--- src/rtl/srr_pkg.sv ---
// shared constants and types for the selective-repeat receiver
`default_nettype none

package srr_pkg;

  // receive window and slot store sizing (SLOTS must be a power of two)
  localparam int WINDOW       = 4;
  localparam int SLOTS        = 8;
  localparam int PAYLOAD_BITS = 64;

  // fixed field widths
  localparam int SEQ_W  = 32;
  localparam int WORD_W = 64;

  // derived widths
  localparam int SLOT_W = (SLOTS > 1) ? $clog2(SLOTS) : 1;
  localparam int CNT_W  = $clog2(WINDOW + 1);

  // request queue between front and back
  localparam int QUEUE_DEPTH = 2;
  localparam int QPTR_W      = (QUEUE_DEPTH > 1) ? $clog2(QUEUE_DEPTH) : 1;
  localparam int QCNT_W      = $clog2(QUEUE_DEPTH + 1);

  // result kinds
  localparam logic KIND_ACK     = 1'b0;
  localparam logic KIND_DELIVER = 1'b1;

  // one good request as classified by the front
  typedef struct packed {
    logic [SEQ_W-1:0]        seq;
    logic [SEQ_W:0]          seq_plus_win;
    logic [SLOT_W-1:0]       slot;
    logic [PAYLOAD_BITS-1:0] word;
  } pkt_t;

  // queue status seen by the producer and consumer
  typedef struct packed {
    logic full;
    logic nonempty;
  } q_status_t;

  // back end sequencer states
  typedef enum logic {
    B_IDLE,
    B_DELIVER
  } back_state_t;

endpackage

`default_nettype wire

--- src/rtl/srr_front.sv ---
// front end: accepts requests, drops corrupt ones, precomputes slot and window top
`default_nettype none

module srr_front
  import srr_pkg::*;
(
  input  wire logic              in_valid,
  output logic                   in_stall,
  input  wire logic              in_checksum_ok,
  input  wire logic [SEQ_W-1:0]  in_seq_num,
  input  wire logic [WORD_W-1:0] in_payload_word,
  input  wire q_status_t         q_status,
  output logic                   q_push,
  output pkt_t                   q_pkt
);

  // hold off while the queue has no room
  assign in_stall = q_status.full;

  // only good requests go on to the back end
  assign q_push = in_valid && !q_status.full && in_checksum_ok;

  // classify fields for the back end
  always_comb begin
    q_pkt.seq          = in_seq_num;
    q_pkt.seq_plus_win = {1'b0, in_seq_num} + (SEQ_W + 1)'(WINDOW);
    q_pkt.slot         = in_seq_num[SLOT_W-1:0];
    q_pkt.word         = in_payload_word[PAYLOAD_BITS-1:0];
  end

endmodule

`default_nettype wire

--- src/rtl/srr_queue.sv ---
// short request queue between front and back end
`default_nettype none

module srr_queue
  import srr_pkg::*;
(
  input  wire logic clk,
  input  wire logic rst_n,
  input  wire logic push,
  input  wire pkt_t push_pkt,
  input  wire logic pop,
  output pkt_t      head_pkt,
  output q_status_t status
);

  pkt_t              mem_r [QUEUE_DEPTH];
  logic [QPTR_W-1:0] wr_ptr_r, wr_ptr_nxt;
  logic [QPTR_W-1:0] rd_ptr_r, rd_ptr_nxt;
  logic [QCNT_W-1:0] cnt_r, cnt_nxt;
  logic              do_push, do_pop;

  assign do_push = push && (cnt_r != QCNT_W'(QUEUE_DEPTH));
  assign do_pop  = pop && (cnt_r != '0);

  // pointer and fill count update
  always_comb begin
    wr_ptr_nxt = wr_ptr_r;
    rd_ptr_nxt = rd_ptr_r;
    cnt_nxt    = cnt_r;
    if (do_push) begin
      wr_ptr_nxt = (wr_ptr_r == QPTR_W'(QUEUE_DEPTH - 1)) ? '0 : QPTR_W'(wr_ptr_r + 1'b1);
    end
    if (do_pop) begin
      rd_ptr_nxt = (rd_ptr_r == QPTR_W'(QUEUE_DEPTH - 1)) ? '0 : QPTR_W'(rd_ptr_r + 1'b1);
    end
    if (do_push && !do_pop) begin
      cnt_nxt = QCNT_W'(cnt_r + 1'b1);
    end else if (do_pop && !do_push) begin
      cnt_nxt = QCNT_W'(cnt_r - 1'b1);
    end
  end

  always_ff @(posedge clk) begin
    if (!rst_n) begin
      wr_ptr_r <= '0;
      rd_ptr_r <= '0;
      cnt_r    <= '0;
    end else begin
      wr_ptr_r <= wr_ptr_nxt;
      rd_ptr_r <= rd_ptr_nxt;
      cnt_r    <= cnt_nxt;
    end
  end

  // entry storage
  always_ff @(posedge clk) begin
    if (do_push) begin
      mem_r[wr_ptr_r] <= push_pkt;
    end
  end

  assign head_pkt        = mem_r[rd_ptr_r];
  assign status.full     = (cnt_r == QCNT_W'(QUEUE_DEPTH));
  assign status.nonempty = (cnt_r != '0);

endmodule

`default_nettype wire

--- src/rtl/srr_back.sv ---
// back end: window check, slot store, acknowledgement and in-order delivery
`default_nettype none

module srr_back
  import srr_pkg::*;
(
  input  wire logic              clk,
  input  wire logic              rst_n,
  input  wire q_status_t         q_status,
  input  wire pkt_t              q_pkt,
  output logic                   q_pop,
  output logic                   out_valid,
  input  wire logic              out_stall,
  output logic                   out_result_kind,
  output logic [SEQ_W-1:0]       out_ack_number,
  output logic [WORD_W-1:0]      out_delivered_word,
  output logic                   out_last
);

  localparam logic [SLOT_W-1:0] WIN_MOD = SLOT_W'(WINDOW % SLOTS);

  back_state_t             state_r, state_nxt;
  logic [SEQ_W-1:0]        base_r, base_nxt;
  logic [SLOTS-1:0]        filled_r, filled_nxt;
  logic [CNT_W-1:0]        cnt_r, cnt_nxt;
  logic [PAYLOAD_BITS-1:0] payload_r [SLOTS];

  logic                    out_valid_r, out_valid_nxt;
  logic                    out_kind_r, out_kind_nxt;
  logic [SEQ_W-1:0]        out_ack_r, out_ack_nxt;
  logic [PAYLOAD_BITS-1:0] out_word_r, out_word_nxt;
  logic                    out_last_r, out_last_nxt;

  logic                    can_emit;
  logic                    slot_we;
  logic [SEQ_W:0]          s_ext, b_ext, b_plus_win;
  logic                    in_window, below_window, at_base;
  logic [SLOT_W-1:0]       base_slot, top_slot, next_slot;
  logic [SLOTS-1:0]        filled_clr;

  // output register may load when empty or being taken
  assign can_emit = !out_valid_r || !out_stall;

  // window classification against the current base
  always_comb begin
    s_ext        = {1'b0, q_pkt.seq};
    b_ext        = {1'b0, base_r};
    b_plus_win   = b_ext + (SEQ_W + 1)'(WINDOW);
    in_window    = (s_ext >= b_ext) && (s_ext < b_plus_win);
    below_window = (s_ext < b_ext) && (q_pkt.seq_plus_win >= b_ext);
    at_base      = (q_pkt.seq == base_r);
  end

  // slots touched by one delivery step
  always_comb begin
    base_slot  = base_r[SLOT_W-1:0];
    top_slot   = SLOT_W'(base_slot + WIN_MOD);
    next_slot  = SLOT_W'(base_slot + 1'b1);
    filled_clr = filled_r;
    filled_clr[base_slot] = 1'b0;
    filled_clr[top_slot]  = 1'b0;
  end

  // sequencer: next state and result register loading
  always_comb begin
    state_nxt     = state_r;
    base_nxt      = base_r;
    filled_nxt    = filled_r;
    cnt_nxt       = cnt_r;
    q_pop         = 1'b0;
    slot_we       = 1'b0;
    out_valid_nxt = out_valid_r && out_stall;
    out_kind_nxt  = out_kind_r;
    out_ack_nxt   = out_ack_r;
    out_word_nxt  = out_word_r;
    out_last_nxt  = out_last_r;
    case (state_r)
      B_IDLE: begin
        if (q_status.nonempty && can_emit) begin
          q_pop = 1'b1;
          if (in_window) begin
            slot_we                 = 1'b1;
            filled_nxt[q_pkt.slot]  = 1'b1;
            out_valid_nxt           = 1'b1;
            out_kind_nxt            = KIND_ACK;
            out_ack_nxt             = q_pkt.seq;
            out_word_nxt            = '0;
            out_last_nxt            = !at_base;
            if (at_base) begin
              cnt_nxt   = '0;
              state_nxt = B_DELIVER;
            end
          end else if (below_window) begin
            out_valid_nxt = 1'b1;
            out_kind_nxt  = KIND_ACK;
            out_ack_nxt   = q_pkt.seq;
            out_word_nxt  = '0;
            out_last_nxt  = 1'b1;
          end
        end
      end
      B_DELIVER: begin
        if (can_emit) begin
          out_valid_nxt = 1'b1;
          out_kind_nxt  = KIND_DELIVER;
          out_ack_nxt   = '0;
          out_word_nxt  = payload_r[base_slot];
          out_last_nxt  = (cnt_r == CNT_W'(WINDOW - 1)) || !filled_clr[next_slot];
          filled_nxt    = filled_clr;
          base_nxt      = SEQ_W'(base_r + 1'b1);
          cnt_nxt       = CNT_W'(cnt_r + 1'b1);
          if (out_last_nxt) begin
            state_nxt = B_IDLE;
          end
        end
      end
      default: begin
        state_nxt = B_IDLE;
      end
    endcase
  end

  // control registers
  always_ff @(posedge clk) begin
    if (!rst_n) begin
      state_r     <= B_IDLE;
      base_r      <= '0;
      filled_r    <= '0;
      cnt_r       <= '0;
      out_valid_r <= 1'b0;
    end else begin
      state_r     <= state_nxt;
      base_r      <= base_nxt;
      filled_r    <= filled_nxt;
      cnt_r       <= cnt_nxt;
      out_valid_r <= out_valid_nxt;
    end
  end

  // result payload registers
  always_ff @(posedge clk) begin
    out_kind_r <= out_kind_nxt;
    out_ack_r  <= out_ack_nxt;
    out_word_r <= out_word_nxt;
    out_last_r <= out_last_nxt;
  end

  // slot payload store
  always_ff @(posedge clk) begin
    if (slot_we) begin
      payload_r[q_pkt.slot] <= q_pkt.word;
    end
  end

  assign out_valid          = out_valid_r;
  assign out_result_kind    = out_kind_r;
  assign out_ack_number     = out_ack_r;
  assign out_delivered_word = WORD_W'(out_word_r);
  assign out_last           = out_last_r;

endmodule

`default_nettype wire

--- src/rtl/selective_repeat_receiver_core.sv ---
// Selective-repeat receiver: good requests in window are stored and acknowledged,
// in-order runs are delivered from the slot store, one result per cycle while
// out_stall is low. Acks pass through the request queue and the result register.
// The back end takes no new request while it delivers a run of up to WINDOW words;
// corrupt requests are dropped by the front.
// Reset: synchronous active-low rst_n clears base, filled flags, queue and out_valid.
`default_nettype none

module selective_repeat_receiver_core
  import srr_pkg::*;
(
  input  wire logic              clk,
  input  wire logic              rst_n,
  input  wire logic              in_valid,
  output logic                   in_stall,
  input  wire logic              in_checksum_ok,
  input  wire logic [SEQ_W-1:0]  in_seq_num,
  input  wire logic [WORD_W-1:0] in_payload_word,
  output logic                   out_valid,
  input  wire logic              out_stall,
  output logic                   out_result_kind,
  output logic [SEQ_W-1:0]       out_ack_number,
  output logic [WORD_W-1:0]      out_delivered_word,
  output logic                   out_last
);

  q_status_t q_status;
  logic      q_push, q_pop;
  pkt_t      push_pkt, head_pkt;

  // accept and classify
  srr_front u_front (
    .in_valid        (in_valid),
    .in_stall        (in_stall),
    .in_checksum_ok  (in_checksum_ok),
    .in_seq_num      (in_seq_num),
    .in_payload_word (in_payload_word),
    .q_status        (q_status),
    .q_push          (q_push),
    .q_pkt           (push_pkt)
  );

  // decoupling queue
  srr_queue u_queue (
    .clk      (clk),
    .rst_n    (rst_n),
    .push     (q_push),
    .push_pkt (push_pkt),
    .pop      (q_pop),
    .head_pkt (head_pkt),
    .status   (q_status)
  );

  // window handling and delivery
  srr_back u_back (
    .clk                (clk),
    .rst_n              (rst_n),
    .q_status           (q_status),
    .q_pkt              (head_pkt),
    .q_pop              (q_pop),
    .out_valid          (out_valid),
    .out_stall          (out_stall),
    .out_result_kind    (out_result_kind),
    .out_ack_number     (out_ack_number),
    .out_delivered_word (out_delivered_word),
    .out_last           (out_last)
  );

endmodule

`default_nettype wire
--- config.mk ---
export PLATFORM = sky130hd
export DESIGN_NAME = selective_repeat_receiver_core
export DESIGN_NICKNAME = d
export VERILOG_FILES = /design/src/rtl/srr_pkg.sv /design/src/rtl/srr_front.sv /design/src/rtl/srr_queue.sv /design/src/rtl/srr_back.sv /design/src/rtl/selective_repeat_receiver_core.sv
export SDC_FILE = /design/constraint.sdc
export NUM_CORES = 1
export LEC_CHECK = 0
export ABC_AREA = 1
export BUFFER_PORTS_ARGS = -buffer_cell sky130_fd_sc_hd__buf_2
export CAP_MARGIN = 0
export CORE_ASPECT_RATIO = 1.1
export CORE_UTILIZATION = 40
export DETAILED_ROUTE_END_ITERATION = 8
export SYNTH_ARGS = -nofsm -noshare
export SYNTH_HDL_FRONTEND = slang
export SYNTH_SLANG_ARGS = --single-unit
--- constraint.sdc ---
create_clock -name clk -period 7.17 [get_ports clk]
set_input_delay 1.434 -clock clk [delete_from_list [all_inputs] [get_ports clk]]
set_output_delay 1.434 -clock clk [all_outputs]
set_load 0.02 [all_outputs]
==> key figures, run 1 <==
Status
  • Outcome: completed

GRT
  • Grt total ovfl: 0
  • Global-route wire length before repair: 138 mm
  • Vias in the first global route: 22,999
  • Initial antenna violation count: 3
  • Largest net degree at the start of global routing: 136
  • GRT Overall Usage: 19.0%

Layout
  • Fill count: 8,491
  • Post-layout util: 46.1%
  • Ratio of cells with drive above 1 in the final layout: 12.4%
  • Layout area overhead: 14.5%
  • Multi-input logic area: 9820 sq um
  • Nets@finish: 3,526
  • Storage element area: 27,000 sq um

Die
  • Row count: 118
  • Core Region: 94,000 sq um
  • Die area: 95,900 sq um
  • Chip width: 295 um
  • Chip height: 325 um
  • Starting Density: 40.3%
  • Ports: 201

Clock network
  • Clock Path Buffers: 3
  • Post-CTS Hold Buffers: 0
  • Reg clk slew, reported paths: 60 ps
  • Setup repair bufs after CTS: 0
  • Root Driver: clkbuf_16
  • H-tree depth: 3
  • Clk sinks: 917
  • Post_cts resized: 0
  • TritonCTS buffer count: 94
  • CTS tree: built
  • Clk_lat worst skew: 680 ps

Power
  • Leakage: 15.5 nW
  • Max IR drop VDD: 0.236 mV
  • PD cells: 348 nW/um^2

Synthesis
  • Ys flop type: edfxtp_1
  • Post-Syn Area: 37,900 sq um
  • Synthesized netlist cell count: 3,154
  • Yosys warnings: 0
  • Post-synthesis net count: 3,353
  • EDFF count, synth: 864
  • Seq cells post-synth: 917
  • Syn avg cell area: 12.0 sq um
  • FFs w/ async S/R, synth: 0%
  • Register area share after synthesis: 71.3%
  • Netlist cell types: 44

Job
  • Max_cap viols: 0

STA
  • RSZ-0062 raised after global routing: false
  • Final setup skew: 40.5 ps
  • Final min period: 5270 ps
  • Peak Freq: 190 MHz
  • Measured slew at the worst slew-check pin: 1250 ps
  • Hold Violations, Final: 0
  • Rel. slew slack: 16.9%
  • Fin crit share: 73.5%
  • Fin worst setup slack: 1900 ps
  • Final setup viols: 0
  • Max Slew Vio Count: 0
  • Setup TNS: 0 ps

Critical path
  • CP max FO: 71
  • Required @ worst endpoint: 7490 ps
  • Worst Setup End Kind: flip-flop
  • Reg2Reg Setup Slack: 1900 ps
  • Crit path kind: flip-flop to flip-flop
  • Setup crit start kind: flip-flop
  • Worst Path Arrival: 5590 ps

Place
  • Routability Congestion: 0.870
  • # port buffers: 200
  • DP HPWL: 54.7 mm
  • Worst slack, placed: 1830 ps

Detailed routing
  • Routed len/inst: 19.5 um
  • Via count: 23,895
  • Post-Route WL: 91.1 mm
  • DRC Markers: 0
  • First-pass iteration count of the detailed router: 5
  • Post-route ant nets: 0
  • Vias per cell: 5.12
  • DR iter-0 viols: 1,597

Worst hold path
  • Worst Hold Class: flip-flop to flip-flop
  • Min-delay src: u_queue.rd_ptr_r
-- synthesized netlist by cell type (all sizes together) (3+ instances only) --
library cell    n  area share (%)
o22ai          64             1.1
nand3          34            0.48
nor4            8            0.13
nor3           33            0.49
o21ai         354             4.7
clkinv          3           0.030
a31oi          65             1.1
nand2         575             5.7
o21a            3           0.059
clkbuf        118             1.2
nand3b          3           0.059
inv           131             1.3
a21oi         112             1.5
buf            28            0.36
ha             98             3.2
or2             5           0.083
nand4          32            0.55
xor2           48             1.1
xnor2          10            0.23
nor2          495             5.0
dfxtp          53             2.8
edfxtp        864              68
a21o            7            0.14
-- where the power goes --
part	internal, mW	switching (mW)
clock	3.03	2.06
combinational	0.710	2.22
sequential	6.91	0.172
-- sequential cells by signal, summed over array words and instances (netlist names), named ones only --
register                   count
u_back.payload_r             512
u_queue.mem_r                254
u_back.out_delivered_word     64
u_back.base_r                 32
u_back.out_ack_number         32
u_back.filled_r                8
u_back.cnt_r                   3
u_queue.cnt_r                  2
u_back.out_last                1
u_back.out_result_kind         1
u_back.out_valid               1
u_back.state_r                 1
u_queue.rd_ptr_r               1
u_queue.wr_ptr_r               1
-- cells by family after synthesis --
logic type / synth area share [%]
compound gates: 8.64
xor+xnor: 1.34
fa+ha+maj: 3.24
buf+inv: 2.85
flops: 71.3
simple gates: 12.6
-- stage by stage --
stage               cells  total power [mW]  instance area, sq um  hold WS (ps)
finish               4668              15.1                 43400           457
floorplan            3154              9.03                 37900           409
global route         4667              15.8                 43400           480
detailed placement   4491              10.2                 40100           438
CTS                  4667              15.3                 43400           449
global placement     4491              10.2                 40100           434
-- layout make-up --
cell class                      count  area share, %
Clock buffer                      115           5.78
Tap cell                         1260           3.63
Antenna cell                        1        0.00577
Sequential cell                   917           62.3
Clock inverter                     61           1.69
Multi-Input combinational cell   1957           22.6
Timing Repair Buffer              223           2.76
Inverter                          134           1.19
-- routing by layer --
metal,track usage [%],share of wire [%],vias to the layer above
met5,0,0,-
li1,-,-,11554
met4,5.58,2.1,0
met1,25.0,43,11619
met2,32.3,50,598
met3,2.76,4.9,124
-- layout by cell type (no fill, tap or decap), drive strengths merged, types with 3 or more instances in the layout --
cell type / instances
nor2: 495
xnor2: 10
a31oi: 65
a21o: 7
clkinv: 45
clkbuf: 115
xor2: 48
edfxtp: 864
or2: 5
o21a: 3
ha: 98
o21ai: 354
nor4: 8
bufinv: 15
buf: 223
nand4: 32
inv: 132
nand2: 575
o22ai: 64
dfxtp: 53
a21oi: 112
clkinvlp: 3
nor3: 33
nand3b: 3
nand3: 34
-- worst max-delay path, stage by stage (launching register included) --
cell and delay (ps):
dfxtp_4 700, inv_4 380, buf_4 400, or2_1 260, o21ai_1 170, inv_2 110
ha_1 330, inv_1 50, nand2_1 50, nand2_1 50, nand2_1 50, nand2_1 60
nand2_1 60, nand2_1 40, nand2_1 50, nand3_1 170, a21oi_4 330, nand2_1 90
nand2_1 80, nand2_1 100, nand2_4 800, buf_4 530
-- path summary, 6_finish.rpt --
kind                               end  cells past startpoint
max          u_back.out_ack_number[27]                     21
min                          flip-flop                      1
max reg2reg  u_back.out_ack_number[27]                     21
min reg2reg                  flip-flop                      1
(Power assumes the default switching activity.)
==> run 2: changes to the inputs <==
==> constraint.sdc (replaced) <==
create_clock -name clk -period 5.4 [get_ports clk]
set_input_delay 1.08 -clock clk [delete_from_list [all_inputs] [get_ports clk]]
set_output_delay 1.08 -clock clk [all_outputs]
set_load 0.02 [all_outputs]
==> run 2 against run 1 <==
Net effect:
- via count up 0.59%
- critical path depth is 2 lower
- non-clock buffer count rose by 15
- clock power grew 28%
- critical path type unchanged
- clock-buffer cell count grew 11
- routed wire length grew 0.44%
==> key figures, run 2 (synthesized netlist as in run 1, its figures left out) <==
Clock network
  • Clk_lat worst skew: 670 ps (was 680 ps)
  • Clock Path Buffers: 3 (unchanged)
  • Setup repair bufs after CTS: 0 (unchanged)
  • H-tree depth: 3 (unchanged)
  • Clk sinks: 917 (unchanged)
  • TritonCTS buffer count: 96 (was 94)
  • Reg clk slew, reported paths: 60 ps (about the same)
  • Post-CTS Hold Buffers: 0 (unchanged)
  • Root Driver: clkbuf_16 (unchanged)
  • Post_cts resized: 0 (unchanged)
  • CTS tree: built (unchanged)

Detailed routing
  • DRT met1 WL: 39.4 mm (was 39.3 mm)
  • Vias per cell: 5.14 (was 5.12)
  • Met2 wire len: 45.9 mm (was 45.4 mm)
  • Post-Route WL: 91.5 mm (was 91.1 mm)
  • Post-route ant nets: 0 (unchanged)
  • DR iter-0 viols: 1,607 (was 1,597)
  • DRC Markers: 0 (unchanged)
  • Via count: 24,036 (was 23,895)
  • Routed length on met3: 4.13 mm (was 4.44 mm)
  • Max layer used: met4 (unchanged)
  • First-pass iteration count of the detailed router: 5 (unchanged)
  • Routed len/inst: 19.5 um (about the same)

Die
  • Row count: 118 (unchanged)
  • Core Region: 94,000 sq um (unchanged)
  • Starting Density: 40.3% (unchanged)
  • Chip width: 295 um (unchanged)
  • Ports: 201 (unchanged)
  • Chip height: 325 um (unchanged)
  • Die area: 95,900 sq um (unchanged)

STA
  • Max Slew Vio Count: 0 (unchanged)
  • Final setup viols: 0 (unchanged)
  • Final setup skew: 35.5 ps (was 40.5 ps)
  • Peak Freq: 220 MHz (was 190 MHz)
  • Setup TNS: 0 ps (unchanged)
  • RSZ-0062 raised after global routing: false (unchanged)
  • Hold Violations, Final: 0 (unchanged)
  • Rel. slew slack: 22.2% (was 16.9%)
  • Final min period: 4550 ps (was 5270 ps)
  • Fin crit share: 84.3% (was 73.5%)
  • Measured slew at the worst slew-check pin: 1170 ps (was 1250 ps)

Critical path
  • R2R Path End: u_back.out_delivered_word[37] (was u_back.out_ack_number[27])
  • Setup crit start kind: flip-flop (unchanged)
  • Critical path cell sequence: ha_1 > nand2_2 > nor2_1 > nand2_2 > nor4_1 > xor2_1 > ha_1 > a21oi_1 > o21ai_0 > nand2_1 > nand2_1 > nand2_1 > nand2_2 > a21oi_4 > nand2_1 > nand2_1 > nand2_1 > nand2_4 > buf_12 (was inv_4 > buf_4 > or2_1 > o21ai_1 > inv_2 > ha_1 > inv_1 > nand2_1 > nand2_1 > nand2_1 > nand2_1 > nand2_1 > nand2_1 > nand2_1 > nand3_1 > a21oi_4 > nand2_1 > nand2_1 > nand2_1 > nand2_4 > buf_4)
  • Worst r2r src: u_back.base_r[2]
  • Worst path bufs/invs: 1 (was 5)
  • Crit path kind: flip-flop to flip-flop (unchanged)
  • Reg2Reg Setup Slack: 850 ps (was 1900 ps)
  • Crit path largest cell delay: 680 ps (was 800 ps)
  • Reg2Reg Depth: 19 (was 21)
  • CP max-delay cell: nor4_1 (was nand2_4)
  • Worst Setup End Kind: flip-flop (unchanged)
  • Most used cell, CP: nand2_1 (unchanged)
  • CP delay by family, top: simple AND/OR/NAND/NOR gates (unchanged)
  • Required @ worst endpoint: 5730 ps (was 7490 ps)
  • Worst Path Arrival: 4880 ps (was 5590 ps)
  • CP max FO: 38 (was 71)

Power
  • PD cells: 457 nW/um^2 (was 348 nW/um^2)
  • Clk pwr share: 32.9% (was 33.7%)
  • Combinational fraction of design power: 20.1% (was 19.4%)
  • Max IR drop VDD: 0.331 mV (was 0.236 mV)
  • Leakage: 15.5 nW (about the same)
  • Sequential Power Share: 47.0% (was 46.9%)
  • Sw frac: 29.6% (was 29.5%)
  • Net Switching: 5.88 mW (was 4.46 mW)
  • Internal: 14.0 mW (was 10.7 mW)

Layout
  • Storage element area: 27,000 sq um (unchanged)
  • Fill count: 8,482 (was 8,491)
  • Final instance area: 43,500 sq um (was 43,400 sq um)
  • Layout area overhead: 15.0% (was 14.5%)
  • N_diodes: 0 (was 1)
  • Number of flip-flops in the largest register: 512 (unchanged)
  • Multi-input logic area: 9820 sq um (unchanged)
  • Most frequent cells in the layout: edfxtp_1, nand2_1, nor2_1 (unchanged)
  • Largest Register: u_back.payload_r (unchanged)
  • Ratio of cells with drive above 1 in the final layout: 12.6% (was 12.4%)
  • Most common cell after layout, fill and taps aside: edfxtp_1 (unchanged)
  • Nets@finish: 3,543 (was 3,526)

Place
  • Placed cell area: 40,400 sq um (was 40,100 sq um)
  • DP HPWL: 55.8 mm (was 54.7 mm)
  • # port buffers: 200 (unchanged)
  • Routability Congestion: 0.899 (was 0.870)

Job
  • Max_cap viols: 0 (unchanged)

GRT
  • Largest net degree at the start of global routing: 211 (was 136)
  • Initial antenna violation count: 4 (was 3)
  • GRT Overall Usage: 19.0% (about the same)
  • Global-route wire length before repair: 140 mm (was 138 mm)
  • Grt total ovfl: 0 (unchanged)
  • Vias in the first global route: 23,827 (was 22,999)

Worst hold path
  • Hold Path Depth: 1 (unchanged)
  • Min-delay src: u_queue.rd_ptr_r (unchanged)
  • Worst Hold Class: flip-flop to flip-flop (unchanged)

Status
  • Outcome: completed (unchanged)
run 2: power groups by stage:
stage          combinational, mW  clock, mW  sequential (mW)
2_1_floorplan               2.08          0             9.91
3_3_place_gp                4.03          0             9.51
3_5_place_dp                4.08          0             9.51
4_1_cts                     4.10       6.69             9.37
5_1_grt                     4.49       6.96             9.42
6_report                    4.00       6.55             9.36
run 2: worst register-to-register path: stages, from the launching register on:
cell and delay (ps):
dfxtp_1 460, ha_1 240, nand2_2 100, nor2_1 250, nand2_2 210, nor4_1 680
xor2_1 150, ha_1 330, a21oi_1 170, o21ai_0 90, nand2_1 60, nand2_1 50
nand2_1 70, nand2_2 80, a21oi_4 270, nand2_1 80, nand2_1 60, nand2_1 110
nand2_4 410, buf_12 330
run 2: cell type report:
cell class / instances / share of cell area (%)
tap: 1260 / 3.62
timing repair buffer: 238 / 3.41
clock buffer: 126 / 5.92
clock inverter: 48 / 1.24
sequential: 917 / 62.1
inverter: 134 / 1.18
multi-input combinational: 1957 / 22.6
run 2: worst max path at each step:
stage	start	endpoint	slack, ps	cells past startpoint
after detailed placement	u_back.base_r[2]	u_back.out_delivered_word[42]	890	19
after floorplan	u_back.base_r[2]	u_back.out_ack_number[0]	130	20
final	u_back.base_r[2]	u_back.out_delivered_word[37]	850	19
after CTS	u_back.base_r[2]	u_back.out_delivered_word[53]	830	19
after global placement	u_back.base_r[2]	u_back.out_delivered_word[56]	920	19
after global routing	u_back.base_r[2]	u_back.out_delivered_word[54]	500	19
run 2: routing by layer:
layer	global-route usage, %	up-vias
met5	0	-
met4	5.70	0
met3	2.47	132
met2	32.8	582
met1	24.9	11736
li1	-	11586
run 2: per-stage QoR:
step / hold slack, ps / cells / utilization [%] / total power [mW] / setup slack, ps
floorplan: 409 / 3154 / - / 12.0 / 133
global placement: 427 / 4506 / 43.0 / 13.5 / 916
detailed placement: 433 / 4506 / 43.0 / 13.6 / 885
CTS: 446 / 4680 / 46.3 / 20.2 / 831
global route: 462 / 4680 / 46.3 / 20.9 / 495
finish: 449 / 4680 / 46.3 / 19.9 / 850
==> run 3: changes to the inputs <==
==> constraint.sdc (replaced) <==
create_clock -name clk -period 4.1 [get_ports clk]
set_input_delay 0.82 -clock clk [delete_from_list [all_inputs] [get_ports clk]]
set_output_delay 0.82 -clock clk [all_outputs]
set_load 0.02 [all_outputs]
==> run 3 against run 2 <==
Net effect:
- clock power rose by 30%
- total power grew 32%
- non-clock buffer count increased by 22
- clock skew increased by 9.1 ps
- flip-flop and latch count unchanged
- routed wire length down 0.57%
- fmax rose by 20%
- combinational power rose by 36%
- register-to-register slack got worse by 550 ps
- die area unchanged
- largest power group unchanged
==> key figures, run 3 (synthesized netlist as in run 1, its figures left out) <==
Status
  • Outcome: completed (unchanged)

Die
  • Core Region: 94,000 sq um (unchanged)
  • Chip width: 295 um (unchanged)
  • Chip height: 325 um (unchanged)
  • Die area: 95,900 sq um (unchanged)
  • Row count: 118 (unchanged)
  • Ports: 201 (unchanged)
  • Starting Density: 40.3% (unchanged)

Layout
  • Ratio of cells with drive above 1 in the final layout: 13.8% (was 12.6%)
  • Most frequent cells in the layout: edfxtp_1, nand2_1, nor2_1 (unchanged)
  • Final instance area: 43,900 sq um (was 43,500 sq um)
  • Largest Register: u_back.payload_r (unchanged)
  • Layout area overhead: 15.9% (was 15.0%)
  • Most common cell after layout, fill and taps aside: edfxtp_1 (unchanged)
  • Number of flip-flops in the largest register: 512 (unchanged)
  • Final Non-Filler Cells: 4,705 (was 4,680)
  • Nets@finish: 3,565 (was 3,543)

Detailed routing
  • DR iter-0 viols: 1,601 (was 1,607)
  • Post-Route WL: 90.9 mm (was 91.5 mm)
  • Vias per cell: 5.09 (was 5.14)
  • Routed len/inst: 19.3 um (was 19.5 um)
  • Via count: 23,941 (was 24,036)
  • DRC Markers: 0 (unchanged)
  • First-pass iteration count of the detailed router: 5 (unchanged)
  • Post-route ant nets: 0 (unchanged)

Clock network
  • Reg clk slew, reported paths: 60 ps (about the same)
  • Clk_lat worst skew: 680 ps (was 670 ps)
  • H-tree depth: 3 (unchanged)
  • Clock Path Buffers: 3 (unchanged)
  • Post-CTS Hold Buffers: 0 (unchanged)
  • Clk sinks: 917 (unchanged)
  • Root Driver: clkbuf_16 (unchanged)
  • TritonCTS buffer count: 96 (unchanged)
  • CTS tree: built (unchanged)

GRT
  • Vias in the first global route: 23,123 (was 23,827)
  • Largest net degree at the start of global routing: 130 (was 211)
  • Initial antenna violation count: 3 (was 4)
  • Grt total ovfl: 0 (unchanged)
  • GRT Overall Usage: 18.8% (was 19.0%)
  • Global-route wire length before repair: 138 mm (was 140 mm)

STA
  • Max Slew Vio Count: 0 (unchanged)
  • Fin crit share: 92.6% (was 84.3%)
  • Peak Freq: 263 MHz (was 220 MHz)
  • Final min period: 3800 ps (was 4550 ps)
  • Rel. slew slack: 36.2% (was 22.2%)
  • Measured slew at the worst slew-check pin: 956 ps (was 1170 ps)
  • Final setup skew: 44.6 ps (was 35.5 ps)
  • Hold Violations, Final: 0 (unchanged)
  • Final setup viols: 0 (unchanged)

Power
  • PD cells: 598 nW/um^2 (was 457 nW/um^2)
  • Max IR drop VDD: 0.397 mV (was 0.331 mV)
  • Leakage: 15.7 nW (was 15.5 nW)

Critical path
  • Worst Setup End Kind: flip-flop (unchanged)
  • Most used cell, CP: nand2_1 (unchanged)
  • Required @ worst endpoint: 4440 ps (was 5730 ps)
  • CP delay by family, top: simple AND/OR/NAND/NOR gates (unchanged)
  • Crit path depth: 18 (was 19)
  • CP max-delay cell: dfxtp_1 (was nor4_1)
  • Worst path bufs/invs: 2 (was 1)
  • Crit path kind: flip-flop to flip-flop (unchanged)
  • Critical path cell sequence: nand2_2 > nor2_1 > nand2_1 > inv_2 > nand2_1 > nor4_4 > xor2_1 > ha_1 > a21oi_1 > o21ai_1 > nand2_1 > nand2_1 > nand2_1 > nand2_2 > a21oi_4 > nand3_2 > nor3_4 > buf_12 (was ha_1 > nand2_2 > nor2_1 > nand2_2 > nor4_1 > xor2_1 > ha_1 > a21oi_1 > o21ai_0 > nand2_1 > nand2_1 > nand2_1 > nand2_2 > a21oi_4 > nand2_1 > nand2_1 > nand2_1 > nand2_4 > buf_12)
  • Reg2Reg Depth: 18 (was 19)
  • Setup crit start kind: flip-flop (unchanged)
  • Worst Path Arrival: 4140 ps (was 4880 ps)
  • Reg2Reg Setup Slack: 300 ps (was 850 ps)
  • Crit path largest cell delay: 440 ps (was 680 ps)
  • CP max FO: 22 (was 38)

Place
  • Placed cell area: 40,700 sq um (was 40,400 sq um)
  • DP HPWL: 56.9 mm (was 55.8 mm)
  • Routability Congestion: 0.900 (was 0.899)
  • Placed insts: 4,525 (was 4,506)
  • # port buffers: 200 (unchanged)

Worst hold path
  • Hold Path Depth: 1 (unchanged)
  • Worst Hold Class: primary input to flip-flop (was flip-flop to flip-flop)

Job
  • Max_cap viols: 0 (unchanged)
run 3: power by group:
part           leakage [nW]  total, mW  switching [mW]  internal [mW]
Clock                  1.52       8.52            3.65           4.86
Combinational          5.88       5.44            3.98           1.46
Sequential             8.31       12.3           0.243           12.1
Total                  15.7       26.3            7.88           18.4
run 3: layer usage:
metal  share of wire (%)  wire [um]  global-route usage (%)
met5                   0          0                       0
met4                 2.2       1960                    5.50
met3                 4.5       4120                    2.66
met2                  50      45300                    32.1
met1                  43      39500                    24.9
run 3: what timing repair did:
item                       4_1_cts  5_1_grt
setup buffers                    0        3
gates resized for setup          0        4
setup endpoints to repair        0      263
run 3: per-stage QoR:
step                      power (mW)  setup slack [ps]  util (%)  TNS, ps  hold slack, ps
after global routing            27.5             -12.7      46.7     -154             314
after global placement          18.0               305      43.3        0             436
after detailed placement        18.0               278      43.3        0             446
after floorplan                 15.8              -769         -  -211950             409
after CTS                       26.5               221      46.6        0             292
final                           26.3               302      46.7        0             330
run 3: cell type report:
cell class                 count  area, sq um
antenna                        1         2.50
timing repair buffer         260         1760
tap                         1260         1580
fill                        8424        50200
inverter                     134          514
sequential                   917        27000
multi-input combinational   1957         9890
clock buffer                 105         2460
clock inverter                71          666
run 3: worst paths after layout:
kind	startpoint	to
min	in_payload_word[55]	u_queue.mem_r[1][55]
max	u_back.base_r[10]	u_back.payload_r[2][49]
min reg2reg	u_queue.rd_ptr_r	flip-flop
max reg2reg	u_back.base_r[10]	u_back.payload_r[2][49]
run 3: worst register-to-register path, delay by kind of cell (launching register included):
kind,cells,cell delay (ps)
adder cells (fa/ha/maj),1,260
XOR/XNOR,1,190
AND/OR/NAND/NOR,11,1700
flip-flops,1,440
buffers and inverters,2,330
AO/OA/AOI/OAI,3,530
